File: src/rtl/core/pid_position_clamped_integral_core_macros.svh
// assertion macros for the pid position core
`ifndef PID_POSITION_CLAMPED_INTEGRAL_CORE_MACROS_SVH
`define PID_POSITION_CLAMPED_INTEGRAL_CORE_MACROS_SVH

// consequent checked in the same cycle
`define PCIC_CHECK_NOW(label, ante, cons) \
   label: assert property (@(posedge clock) disable iff (reset) (ante) |-> (cons)) \
      else $error("pcic same-cycle check failed");

// consequent checked in the cycle after the antecedent
`define PCIC_CHECK_NEXT(label, ante, cons) \
   label: assert property (@(posedge clock) disable iff (reset) (ante) |=> (cons)) \
      else $error("pcic next-cycle check failed");

`endif

File: src/rtl/core/pcic_pkg.sv
// shared constants and types for the pid position core
package pcic_pkg;

   localparam int DATA_WIDTH_DEF     = 24;
   localparam int GAIN_FRAC_BITS_DEF = 8;
   localparam int GAIN_W             = 16;
   localparam int LIMIT_W            = 23;
   localparam int INTEG_W            = LIMIT_W + 1;
   localparam int DRIVE_W            = 32;
   localparam int CSR_DATA_W         = 23;
   localparam int QUEUE_DEPTH        = 2;

   localparam logic [GAIN_W-1:0]  KP_RESET    = 16'd563;
   localparam logic [GAIN_W-1:0]  KI_RESET    = 16'd0;
   localparam logic [GAIN_W-1:0]  KD_RESET    = 16'd3072;
   localparam logic [LIMIT_W-1:0] LIMIT_RESET = 23'd25600;

   // item function codes
   localparam logic FUNC_STEP  = 1'b0;
   localparam logic FUNC_CLEAR = 1'b1;

   typedef enum logic [1:0] {
      CSR_KP    = 2'd0,
      CSR_KI    = 2'd1,
      CSR_KD    = 2'd2,
      CSR_LIMIT = 2'd3
   } csr_index_type;

   typedef struct packed {
      logic [GAIN_W-1:0]  kp;
      logic [GAIN_W-1:0]  ki;
      logic [GAIN_W-1:0]  kd;
      logic [LIMIT_W-1:0] limit;
   } cfg_type;

   typedef struct packed {
      logic                      advance;
      logic                      out_clear;
      logic signed [INTEG_W-1:0] integral;
   } back_status_type;

endpackage

File: src/rtl/core/pcic_if.sv
// request and response channel interfaces
interface pcic_req_if #(
   parameter int DATA_WIDTH = pcic_pkg::DATA_WIDTH_DEF
);
   logic                         valid;
   logic                         ready;
   logic                         func;
   logic signed [DATA_WIDTH-1:0] setpoint;
   logic signed [DATA_WIDTH-1:0] measurement;

   modport source (output valid, func, setpoint, measurement, input ready);
   modport sink   (input valid, func, setpoint, measurement, output ready);
endinterface

interface pcic_rsp_if;
   logic                                  valid;
   logic                                  ready;
   logic signed [pcic_pkg::DRIVE_W-1:0]   drive;

   modport source (output valid, drive, input ready);
   modport sink   (input valid, drive, output ready);
endinterface

File: src/rtl/core/pcic_queue.sv
// small register queue between front and back
module pcic_queue #(
   parameter int WIDTH = 8,
   parameter int DEPTH = pcic_pkg::QUEUE_DEPTH
) (
   input  logic             clock,
   input  logic             reset,
   input  logic             push,
   input  logic [WIDTH-1:0] push_data,
   output logic             full,
   output logic             head_valid,
   output logic [WIDTH-1:0] head_data,
   input  logic             pop
);
   localparam int PTR_W = (DEPTH > 1) ? $clog2(DEPTH) : 1;
   localparam int CNT_W = $clog2(DEPTH + 1);

   logic [WIDTH-1:0] entry_ff [DEPTH];
   logic [PTR_W-1:0] wr_ptr_ff, wr_ptr_in;
   logic [PTR_W-1:0] rd_ptr_ff, rd_ptr_in;
   logic [CNT_W-1:0] count_ff, count_in;

   assign full       = (count_ff == CNT_W'(DEPTH));
   assign head_valid = (count_ff != '0);
   assign head_data  = entry_ff[rd_ptr_ff];

   // pointer and count update
   always_comb begin
      wr_ptr_in = wr_ptr_ff;
      rd_ptr_in = rd_ptr_ff;
      count_in  = count_ff;
      if (push) begin
         wr_ptr_in = (wr_ptr_ff == PTR_W'(DEPTH - 1)) ? '0 : wr_ptr_ff + 1'b1;
      end
      if (pop) begin
         rd_ptr_in = (rd_ptr_ff == PTR_W'(DEPTH - 1)) ? '0 : rd_ptr_ff + 1'b1;
      end
      if (push && !pop) begin
         count_in = count_ff + 1'b1;
      end else if (pop && !push) begin
         count_in = count_ff - 1'b1;
      end
   end

   always_ff @(posedge clock) begin
      if (reset) begin
         wr_ptr_ff <= '0;
         rd_ptr_ff <= '0;
         count_ff  <= '0;
      end else begin
         wr_ptr_ff <= wr_ptr_in;
         rd_ptr_ff <= rd_ptr_in;
         count_ff  <= count_in;
      end
   end

   // entry storage
   always_ff @(posedge clock) begin
      if (push) begin
         entry_ff[wr_ptr_ff] <= push_data;
      end
   end

endmodule

File: src/rtl/core/pcic_front.sv
// front end: takes items, forms error and error change
module pcic_front #(
   parameter int DATA_WIDTH = pcic_pkg::DATA_WIDTH_DEF
) (
   input  logic                     clock,
   input  logic                     reset,
   pcic_req_if.sink                 req,
   input  logic                     q_full,
   output logic                     q_push,
   output logic [2*DATA_WIDTH+3:0]  q_data
);
   import pcic_pkg::*;

   localparam int EW  = DATA_WIDTH + 1;
   localparam int DFW = DATA_WIDTH + 2;

   logic signed [EW-1:0]  prev_err_ff, prev_err_in;
   logic signed [EW-1:0]  err;
   logic signed [DFW-1:0] diff;
   logic                  is_clear;
   logic                  xfer;

   assign req.ready = !q_full;
   assign xfer      = req.valid && req.ready;
   assign is_clear  = (req.func == FUNC_CLEAR);

   // error and change of error
   assign err  = EW'(req.setpoint) - EW'(req.measurement);
   assign diff = DFW'(err) - DFW'(prev_err_ff);

   assign q_push = xfer;
   assign q_data = {req.func, err, diff};

   // last error, cleared by a clear item
   always_comb begin
      prev_err_in = prev_err_ff;
      if (xfer) begin
         prev_err_in = is_clear ? '0 : err;
      end
   end

   always_ff @(posedge clock) begin
      if (reset) begin
         prev_err_ff <= '0;
      end else begin
         prev_err_ff <= prev_err_in;
      end
   end

endmodule

File: src/rtl/core/pcic_back.sv
// back end: gain products, integral clamp, drive sum and saturation
module pcic_back #(
   parameter int DATA_WIDTH     = pcic_pkg::DATA_WIDTH_DEF,
   parameter int GAIN_FRAC_BITS = pcic_pkg::GAIN_FRAC_BITS_DEF
) (
   input  logic                        clock,
   input  logic                        reset,
   input  pcic_pkg::cfg_type           cfg,
   input  logic                        q_valid,
   input  logic [2*DATA_WIDTH+3:0]     q_data,
   output logic                        q_pop,
   pcic_rsp_if.source                  rsp,
   output pcic_pkg::back_status_type   status
);
   import pcic_pkg::*;

   localparam int F   = GAIN_FRAC_BITS;
   localparam int EW  = DATA_WIDTH + 1;
   localparam int DFW = DATA_WIDTH + 2;
   localparam int GW  = GAIN_W + 1;
   localparam int PPW = GW + EW;
   localparam int DPW = GW + DFW;
   localparam int SPW = PPW - F;
   localparam int SDW = DPW - F;
   localparam int AW  = ((SPW > INTEG_W) ? SPW : INTEG_W) + 1;
   localparam int PDW = SDW + 1;
   localparam int TW  = ((PDW > INTEG_W) ? PDW : INTEG_W) + 1;
   localparam int SW  = (TW > DRIVE_W + 1) ? TW : DRIVE_W + 1;
   localparam logic signed [SW-1:0] DRIVE_MAX = {{(SW-DRIVE_W+1){1'b0}}, {(DRIVE_W-1){1'b1}}};
   localparam logic signed [SW-1:0] DRIVE_MIN = {{(SW-DRIVE_W+1){1'b1}}, {(DRIVE_W-1){1'b0}}};

   logic                  advance;
   logic                  head_func;
   logic signed [EW-1:0]  head_err;
   logic signed [DFW-1:0] head_diff;

   // stage one: products
   logic                  s1_valid_ff;
   logic                  s1_func_ff;
   logic signed [PPW-1:0] prod_p_ff, prod_i_ff;
   logic signed [DPW-1:0] prod_d_ff;
   logic signed [PPW-1:0] prod_p_in, prod_i_in;
   logic signed [DPW-1:0] prod_d_in;

   // stage two: integral and partial drive
   logic                      s2_valid_ff;
   logic                      s2_func_ff;
   logic signed [INTEG_W-1:0] integral_ff, integral_in;
   logic signed [PDW-1:0]     pd_ff, pd_in;
   logic signed [SPW-1:0]     sc_p, sc_i;
   logic signed [SDW-1:0]     sc_d;
   logic signed [AW-1:0]      acc, lim_pos, lim_neg;

   // output register
   logic                      out_valid_ff;
   logic                      out_clear_ff;
   logic signed [DRIVE_W-1:0] drive_ff, drive_in;
   logic signed [TW-1:0]      total;
   logic signed [SW-1:0]      total_ext;

   assign advance = !out_valid_ff || rsp.ready;
   assign q_pop   = advance && q_valid;

   assign {head_func, head_err, head_diff} = q_data;

   // gain products, gains taken as positive signed values
   assign prod_p_in = PPW'(signed'({1'b0, cfg.kp})) * PPW'(head_err);
   assign prod_i_in = PPW'(signed'({1'b0, cfg.ki})) * PPW'(head_err);
   assign prod_d_in = DPW'(signed'({1'b0, cfg.kd})) * DPW'(head_diff);

   // floor scaling is dropping the fraction bits
   assign sc_p = prod_p_ff[PPW-1:F];
   assign sc_i = prod_i_ff[PPW-1:F];
   assign sc_d = prod_d_ff[DPW-1:F];

   // integral update with symmetric clamp
   assign acc     = AW'(integral_ff) + AW'(sc_i);
   assign lim_pos = AW'({1'b0, cfg.limit});
   assign lim_neg = -lim_pos;

   always_comb begin
      integral_in = integral_ff;
      if (advance && s1_valid_ff) begin
         if (s1_func_ff == FUNC_CLEAR) begin
            integral_in = '0;
         end else if (acc > lim_pos) begin
            integral_in = INTEG_W'(lim_pos);
         end else if (acc < lim_neg) begin
            integral_in = INTEG_W'(lim_neg);
         end else begin
            integral_in = INTEG_W'(acc);
         end
      end
   end

   assign pd_in = PDW'(sc_p) + PDW'(sc_d);

   // final sum and saturation, zero drive for a clear item
   assign total     = TW'(pd_ff) + TW'(integral_ff);
   assign total_ext = SW'(total);

   always_comb begin
      if (s2_func_ff == FUNC_CLEAR) begin
         drive_in = '0;
      end else if (total_ext > DRIVE_MAX) begin
         drive_in = DRIVE_MAX[DRIVE_W-1:0];
      end else if (total_ext < DRIVE_MIN) begin
         drive_in = DRIVE_MIN[DRIVE_W-1:0];
      end else begin
         drive_in = total_ext[DRIVE_W-1:0];
      end
   end

   // control and state registers
   always_ff @(posedge clock) begin
      if (reset) begin
         s1_valid_ff  <= 1'b0;
         s2_valid_ff  <= 1'b0;
         out_valid_ff <= 1'b0;
         integral_ff  <= '0;
      end else begin
         integral_ff <= integral_in;
         if (advance) begin
            s1_valid_ff  <= q_valid;
            s2_valid_ff  <= s1_valid_ff;
            out_valid_ff <= s2_valid_ff;
         end
      end
   end

   // payload registers
   always_ff @(posedge clock) begin
      if (advance) begin
         s1_func_ff   <= head_func;
         prod_p_ff    <= prod_p_in;
         prod_i_ff    <= prod_i_in;
         prod_d_ff    <= prod_d_in;
         s2_func_ff   <= s1_func_ff;
         pd_ff        <= pd_in;
         out_clear_ff <= s2_func_ff;
         drive_ff     <= drive_in;
      end
   end

   assign rsp.valid = out_valid_ff;
   assign rsp.drive = drive_ff;

   assign status.advance   = advance;
   assign status.out_clear = out_clear_ff;
   assign status.integral  = integral_ff;

endmodule

File: src/rtl/core/pid_position_clamped_integral_core.sv
// top level of the positional pid core with clamped integral
//
//   channel | dir | transfer when          | payload
//   --------+-----+------------------------+--------------------------------
//   req     | in  | req.valid & req.ready  | func, setpoint, measurement
//   rsp     | out | rsp.valid & rsp.ready  | drive
//   csr     | in  | csr_wr_en              | csr_index, csr_wdata
//
// one item per cycle sustained while rsp.ready holds high; after its transfer a result passes
// through the queue, product stage, integral stage and output register.
// the integral add-and-clamp loop in the back end sets the item step.
// reset is synchronous: gains and limit take their defaults, state and valids clear.
// rsp.ready low with a result held freezes the back end; the two-entry queue then fills and drops req.ready.
`include "pid_position_clamped_integral_core_macros.svh"

module pid_position_clamped_integral_core #(
   parameter int DATA_WIDTH     = pcic_pkg::DATA_WIDTH_DEF,
   parameter int GAIN_FRAC_BITS = pcic_pkg::GAIN_FRAC_BITS_DEF
) (
   input  logic                                clock,
   input  logic                                reset,
   pcic_req_if.sink                            req,
   pcic_rsp_if.source                          rsp,
   input  logic                                csr_wr_en,
   input  pcic_pkg::csr_index_type             csr_index,
   input  logic [pcic_pkg::CSR_DATA_W-1:0]     csr_wdata
);
   import pcic_pkg::*;

   localparam int QW = 2 * DATA_WIDTH + 4;

   cfg_type         cfg_ff, cfg_in;
   logic            q_push, q_pop, q_full, q_valid;
   logic [QW-1:0]   q_wdata, q_rdata;
   back_status_type bst;

   // configuration registers
   always_comb begin
      cfg_in = cfg_ff;
      if (csr_wr_en) begin
         unique case (csr_index)
            CSR_KP:    cfg_in.kp    = csr_wdata[GAIN_W-1:0];
            CSR_KI:    cfg_in.ki    = csr_wdata[GAIN_W-1:0];
            CSR_KD:    cfg_in.kd    = csr_wdata[GAIN_W-1:0];
            CSR_LIMIT: cfg_in.limit = csr_wdata[LIMIT_W-1:0];
            default:   cfg_in = cfg_ff;
         endcase
      end
   end

   always_ff @(posedge clock) begin
      if (reset) begin
         cfg_ff.kp    <= KP_RESET;
         cfg_ff.ki    <= KI_RESET;
         cfg_ff.kd    <= KD_RESET;
         cfg_ff.limit <= LIMIT_RESET;
      end else begin
         cfg_ff <= cfg_in;
      end
   end

   // front end
   pcic_front #(
      .DATA_WIDTH (DATA_WIDTH)
   ) u_front (
      .clock  (clock),
      .reset  (reset),
      .req    (req),
      .q_full (q_full),
      .q_push (q_push),
      .q_data (q_wdata)
   );

   // decoupling queue
   pcic_queue #(
      .WIDTH (QW),
      .DEPTH (QUEUE_DEPTH)
   ) u_queue (
      .clock      (clock),
      .reset      (reset),
      .push       (q_push),
      .push_data  (q_wdata),
      .full       (q_full),
      .head_valid (q_valid),
      .head_data  (q_rdata),
      .pop        (q_pop)
   );

   // back end
   pcic_back #(
      .DATA_WIDTH     (DATA_WIDTH),
      .GAIN_FRAC_BITS (GAIN_FRAC_BITS)
   ) u_back (
      .clock   (clock),
      .reset   (reset),
      .cfg     (cfg_ff),
      .q_valid (q_valid),
      .q_data  (q_rdata),
      .q_pop   (q_pop),
      .rsp     (rsp),
      .status  (bst)
   );

   // checks
   `PCIC_CHECK_NOW(a_idle_after_reset, $past(reset), !rsp.valid)
   `PCIC_CHECK_NEXT(a_integral_held_in_stall, !bst.advance, $stable(bst.integral))
   `PCIC_CHECK_NOW(a_clear_gives_zero, rsp.valid && bst.out_clear, rsp.drive == '0)

endmodule

File: src/flat_wrapper.sv
// flat-port wrapper written by rule: the top's interface ports become plain ports
module pid_position_clamped_integral_core_flat import pcic_pkg::*;
#(
   parameter int DATA_WIDTH     = pcic_pkg::DATA_WIDTH_DEF,
   parameter int GAIN_FRAC_BITS = pcic_pkg::GAIN_FRAC_BITS_DEF
)
  (clock, reset, csr_wr_en, csr_index, csr_wdata, req_valid, req_func, req_setpoint, req_measurement, req_ready, rsp_valid, rsp_drive, rsp_ready);
  pcic_req_if #(.DATA_WIDTH(DATA_WIDTH)) req_i ();
  pcic_rsp_if rsp_i ();
  input  logic clock;
  input  logic reset;
  input  logic csr_wr_en;
  input  pcic_pkg::csr_index_type csr_index;
  input  logic [pcic_pkg::CSR_DATA_W-1:0] csr_wdata;
  input wire logic [$bits(req_i.valid)-1:0] req_valid;
  input wire logic [$bits(req_i.func)-1:0] req_func;
  input wire logic [$bits(req_i.setpoint)-1:0] req_setpoint;
  input wire logic [$bits(req_i.measurement)-1:0] req_measurement;
  output wire logic [$bits(req_i.ready)-1:0] req_ready;
  output wire logic [$bits(rsp_i.valid)-1:0] rsp_valid;
  output wire logic [$bits(rsp_i.drive)-1:0] rsp_drive;
  input wire logic [$bits(rsp_i.ready)-1:0] rsp_ready;
  assign req_i.valid = req_valid;
  assign req_i.func = req_func;
  assign req_i.setpoint = req_setpoint;
  assign req_i.measurement = req_measurement;
  assign req_ready = req_i.ready;
  assign rsp_valid = rsp_i.valid;
  assign rsp_drive = rsp_i.drive;
  assign rsp_i.ready = rsp_ready;
  pid_position_clamped_integral_core #(.DATA_WIDTH(DATA_WIDTH), .GAIN_FRAC_BITS(GAIN_FRAC_BITS)) u_core (.clock(clock), .reset(reset), .req(req_i), .rsp(rsp_i), .csr_wr_en(csr_wr_en), .csr_index(csr_index), .csr_wdata(csr_wdata));
endmodule
File: config.mk
export PLATFORM = sky130hd
export DESIGN_NAME = pid_position_clamped_integral_core_flat
export DESIGN_NICKNAME = d
export VERILOG_FILES = /design/src/rtl/core/pcic_pkg.sv /design/src/rtl/core/pcic_if.sv /design/src/rtl/core/pcic_queue.sv /design/src/rtl/core/pcic_front.sv /design/src/rtl/core/pcic_back.sv /design/src/rtl/core/pid_position_clamped_integral_core.sv /design/src/flat_wrapper.sv
export VERILOG_INCLUDE_DIRS = /design/src /design/src/rtl/core
export SDC_FILE = /design/constraint.sdc
export NUM_CORES = 2
export LEC_CHECK = 0
export ABC_AREA = 1
export BUFFER_PORTS_ARGS = -buffer_cell sky130_fd_sc_hd__buf_2
export CAP_MARGIN = 10
export CELL_PAD_IN_SITES_DETAIL_PLACEMENT = 1
export CELL_PAD_IN_SITES_GLOBAL_PLACEMENT = 1
export CORE_UTILIZATION = 50
export DETAILED_ROUTE_END_ITERATION = 8
export PLACE_DENSITY_LB_ADDON = 0.1
export SYNTH_ARGS = -nofsm -noshare
export SYNTH_HDL_FRONTEND = slang
export SYNTH_SLANG_ARGS = --single-unit
File: constraint.sdc
create_clock -name clock -period 16.6 [get_ports clock]
set_clock_uncertainty 0.05 [all_clocks]
set_input_delay 0.83 -clock clock [delete_from_list [all_inputs] [get_ports clock]]
set_output_delay 0.83 -clock clock [all_outputs]
set_load 0.1 [all_outputs]
==> key figures <==
Status
  • Status: finished clean

Worst setup path
  • R2R depth: 27
  • Reg2Reg Setup Slack: 7.44 ns
  • CP Data Arrival Time: 9.50 ns
  • Reg-to-Reg End: u_core.u_back.prod_i_ff[38]
  • Crit Path Max Fanout: 53
  • Crit path capture type: register
  • Crit path launch type: register
  • Worst path required time: 16.94 ns
  • Worst Setup Path Type: reg -> reg

Floorplan
  • # IOs: 113
  • Core area: 0.1341 mm²
  • Die area: 0.1372 mm²
  • FP Rows: 134
  • Initial Util: 50.61%
  • Die Width: 370.5 µm
  • Die height: 370.5 µm

Clock network
  • CTS max path bufs: 3
  • Clock transition at path regs: 0.06 ns
  • Resized Gates After CTS: 0
  • CTS tree: yes
  • CTS Hold Bufs: 0
  • Clock tree root driver cell: clkbuf_16
  • Post-CTS setup buffer count: 0
  • Skew-Pair Late Insertion Delay: 0.67 ns
  • H-Tree Level Count: 2
  • Clk sink count: 405
  • CTS buffer count: 54

Finish
  • Nets: 10020
  • Layout cells sized above 1: 4.996%
  • Commonest non-fill, non-tap cell in the layout: inv_1
  • Area of the multi-input gates: 0.04881 mm²
  • Layout area overhead: 6.543%
  • Register area: 0.01088 mm²
  • Final Non-Filler Cells: 10060
  • Fillers: 16350
  • Most frequent cells in the layout: inv_1 (1892), nand2_1 (1575), fa_1 (1186), nor2_1 (815), ha_1 (518)

Detailed routing
  • Detail Route Antenna Nets: 0
  • Routed WL per cell: 23.55 µm
  • Final wirelength: 237000 µm
  • First drt pass iteration count: 7
  • Total number of vias: 55670
  • Iter 0 DRT Violations: 3417
  • DRC viols: 0
  • Via density: 5.532

Global routing
  • Largest net degree at the start of global routing: 101
  • Initial antenna violation count: 15
  • Overflow after GRT: 0
  • GRT Total Usage: 35.28%
  • First-pass GRT wire length: 365400 µm
  • Vias in the first global route: 62210

Hold path
  • Hold Crit Class: in -> reg
  • Worst Hold End: u_core.u_queue.entry_ff[0][51]
  • Hold_sp: req_func
  • Hold Path Depth: 1

Synthesis
  • Syn_area_per_cell: 8.239 µm²
  • Number of synthesized register bits: 405
  • Netlist Area Pre-Place: 0.06788 mm²
  • Mapped Nets: 10020
  • Top FF cell, synth: edfxtp_1
  • Seq/Total Area, Yosys: 16.03%
  • Netlist cell types: 61
  • Syn Inst Count: 8239
  • Async S/R FF share, synth: 0%
  • Yosys warnings: 0
  • EDFF count, synth: 277

Timing
  • FMAX: 109.1 MHz
  • Actual slew at the worst max-slew pin: 1.215 ns
  • Setup_tns: 0 ns
  • Pins Over Slew Limit: 0
  • Minimum clock period: 9.165 ns
  • Endpoints failing hold: 0
  • Endpoints failing setup: 0
  • Max-slew headroom: 18.93%
  • Final period util: 55.21%
  • Unrepaired setup endpoints after global routing: no

Placement
  • GPL Wtd Cong: 0.9367
  • Number of port buffers: 112
  • Post-DP HPWL: 192600 µm
  • Placed Instances: 9952

Flow run
  • Max-cap violations: 0
-- synthesized netlist by cell type, types with 19 or more instances --
master / number / area share, %
a31oi_1: 31 / 0.29
a21oi_1: 467 / 3.4
edfxtp_1: 277 / 12
nand3_1: 179 / 1.3
or2_2: 99 / 0.91
ha_1: 518 / 9.5
xor2_1: 182 / 2.3
nor2_1: 818 / 4.5
o21ai_0: 253 / 1.9
a21o_1: 21 / 0.23
fa_1: 1186 / 35
xnor2_1: 95 / 1.2
clkinv_1: 27 / 0.15
nand2_1: 1575 / 8.7
nand4_1: 36 / 0.33
clkbuf_1: 218 / 1.2
nor3_1: 47 / 0.35
o21a_1: 19 / 0.21
inv_1: 1894 / 10
dfxtp_1: 128 / 3.8
-- registers in the layout, indices dropped and copies added (netlist names), 2 cells and up, named ones only --
signal and flops:
u_core.u_queue.entry_ff 104, u_core.cfg_ff 71, u_core.u_back.pd_ff 36, u_core.u_back.prod_d_ff 35, u_core.u_back.prod_i_ff 34, u_core.u_back.prod_p_ff 34
u_core.u_back.rsp.drive 32, u_core.u_front.prev_err_ff 25, u_core.u_back.integral_ff 24, u_core.u_queue.count_ff 2
-- through the flow --
stage	hold WS [ns]	utilization [%]	setup WS, ns	instance area [µm²]
6_report	0.3226	53.92	7.435	72320
4_1_cts	0.2879	53.88	7.393	72270
3_3_place_gp	0.3865	52.38	7.634	70260
5_1_grt	0.3135	53.92	6.939	72320
3_5_place_dp	0.4072	52.38	7.461	70260
2_1_floorplan	0.3756	-	10.05	67880
-- critical path: stages, from the launching register on --
cell,delay [ns]
dfxtp_1,0.31
buf_4,0.40
inv_1,0.32
buf_4,0.33
or2_2,0.31
nand2_1,0.60
clkinv_1,0.93
nand2_1,0.33
fa_1,0.48
fa_1,0.58
fa_1,0.45
fa_1,0.55
inv_1,0.05
fa_1,0.48
inv_1,0.05
fa_1,0.48
inv_1,0.04
ha_1,0.33
nand2_1,0.09
nor2_1,0.14
nand4_1,0.10
o211ai_1,0.37
a21oi_1,0.19
nor2_1,0.13
nor2_1,0.09
o21ai_0,0.30
a21oi_1,0.16
xor2_1,0.18
-- layer usage --
metal | GRT usage, % | routed length (µm) | vias up
met5 | 0 | 9 | -
met4 | 14.44 | 11020 | 2
met3 | 5.597 | 15030 | 472
met2 | 60.70 | 115000 | 1710
met1 | 44.12 | 95960 | 28620
li1 | - | - | 24870
-- layout make-up --
cell class / instances / share of cell area [%]
Antenna cell: 9 / 0.03114
Multi-Input combinational cell: 5667 / 67.49
Clock inverter: 40 / 0.8373
Tap cell: 1768 / 3.059
Inverter: 1926 / 10.00
Timing Repair Buffer: 187 / 1.581
Clock buffer: 62 / 1.951
Sequential cell: 405 / 15.04
-- cell families (layout without fill, tap and decap cells) --
family	count (synthesis)	after routing	share of synthesized area, %
AO/OA/AOI/OAI	885	885	7.094
other	0	9	0
buffers and inverters	2167	2215	12.09
flip-flops	405	405	16.03
AND/OR/NAND/NOR	2799	2799	16.64
XOR/XNOR	279	279	3.622
adder cells (fa/ha/maj)	1704	1704	44.52
-- worst max-delay path by stage --
stage	start	end	slack (ns)
finish	register	u_core.u_back.prod_i_ff[38]	7.44
global route	register	u_core.u_back.prod_p_ff[38]	6.94
CTS	register	u_core.u_back.prod_i_ff[38]	7.39
detailed placement	register	u_core.u_back.prod_i_ff[38]	7.46
global placement	register	u_core.u_back.prod_p_ff[37]	7.63
floorplan	register	u_core.u_back.prod_d_ff[38]	10.05
Power is not shown: default switching activity piles up to over one toggle a cycle in this logic, so the estimate is an artifact.
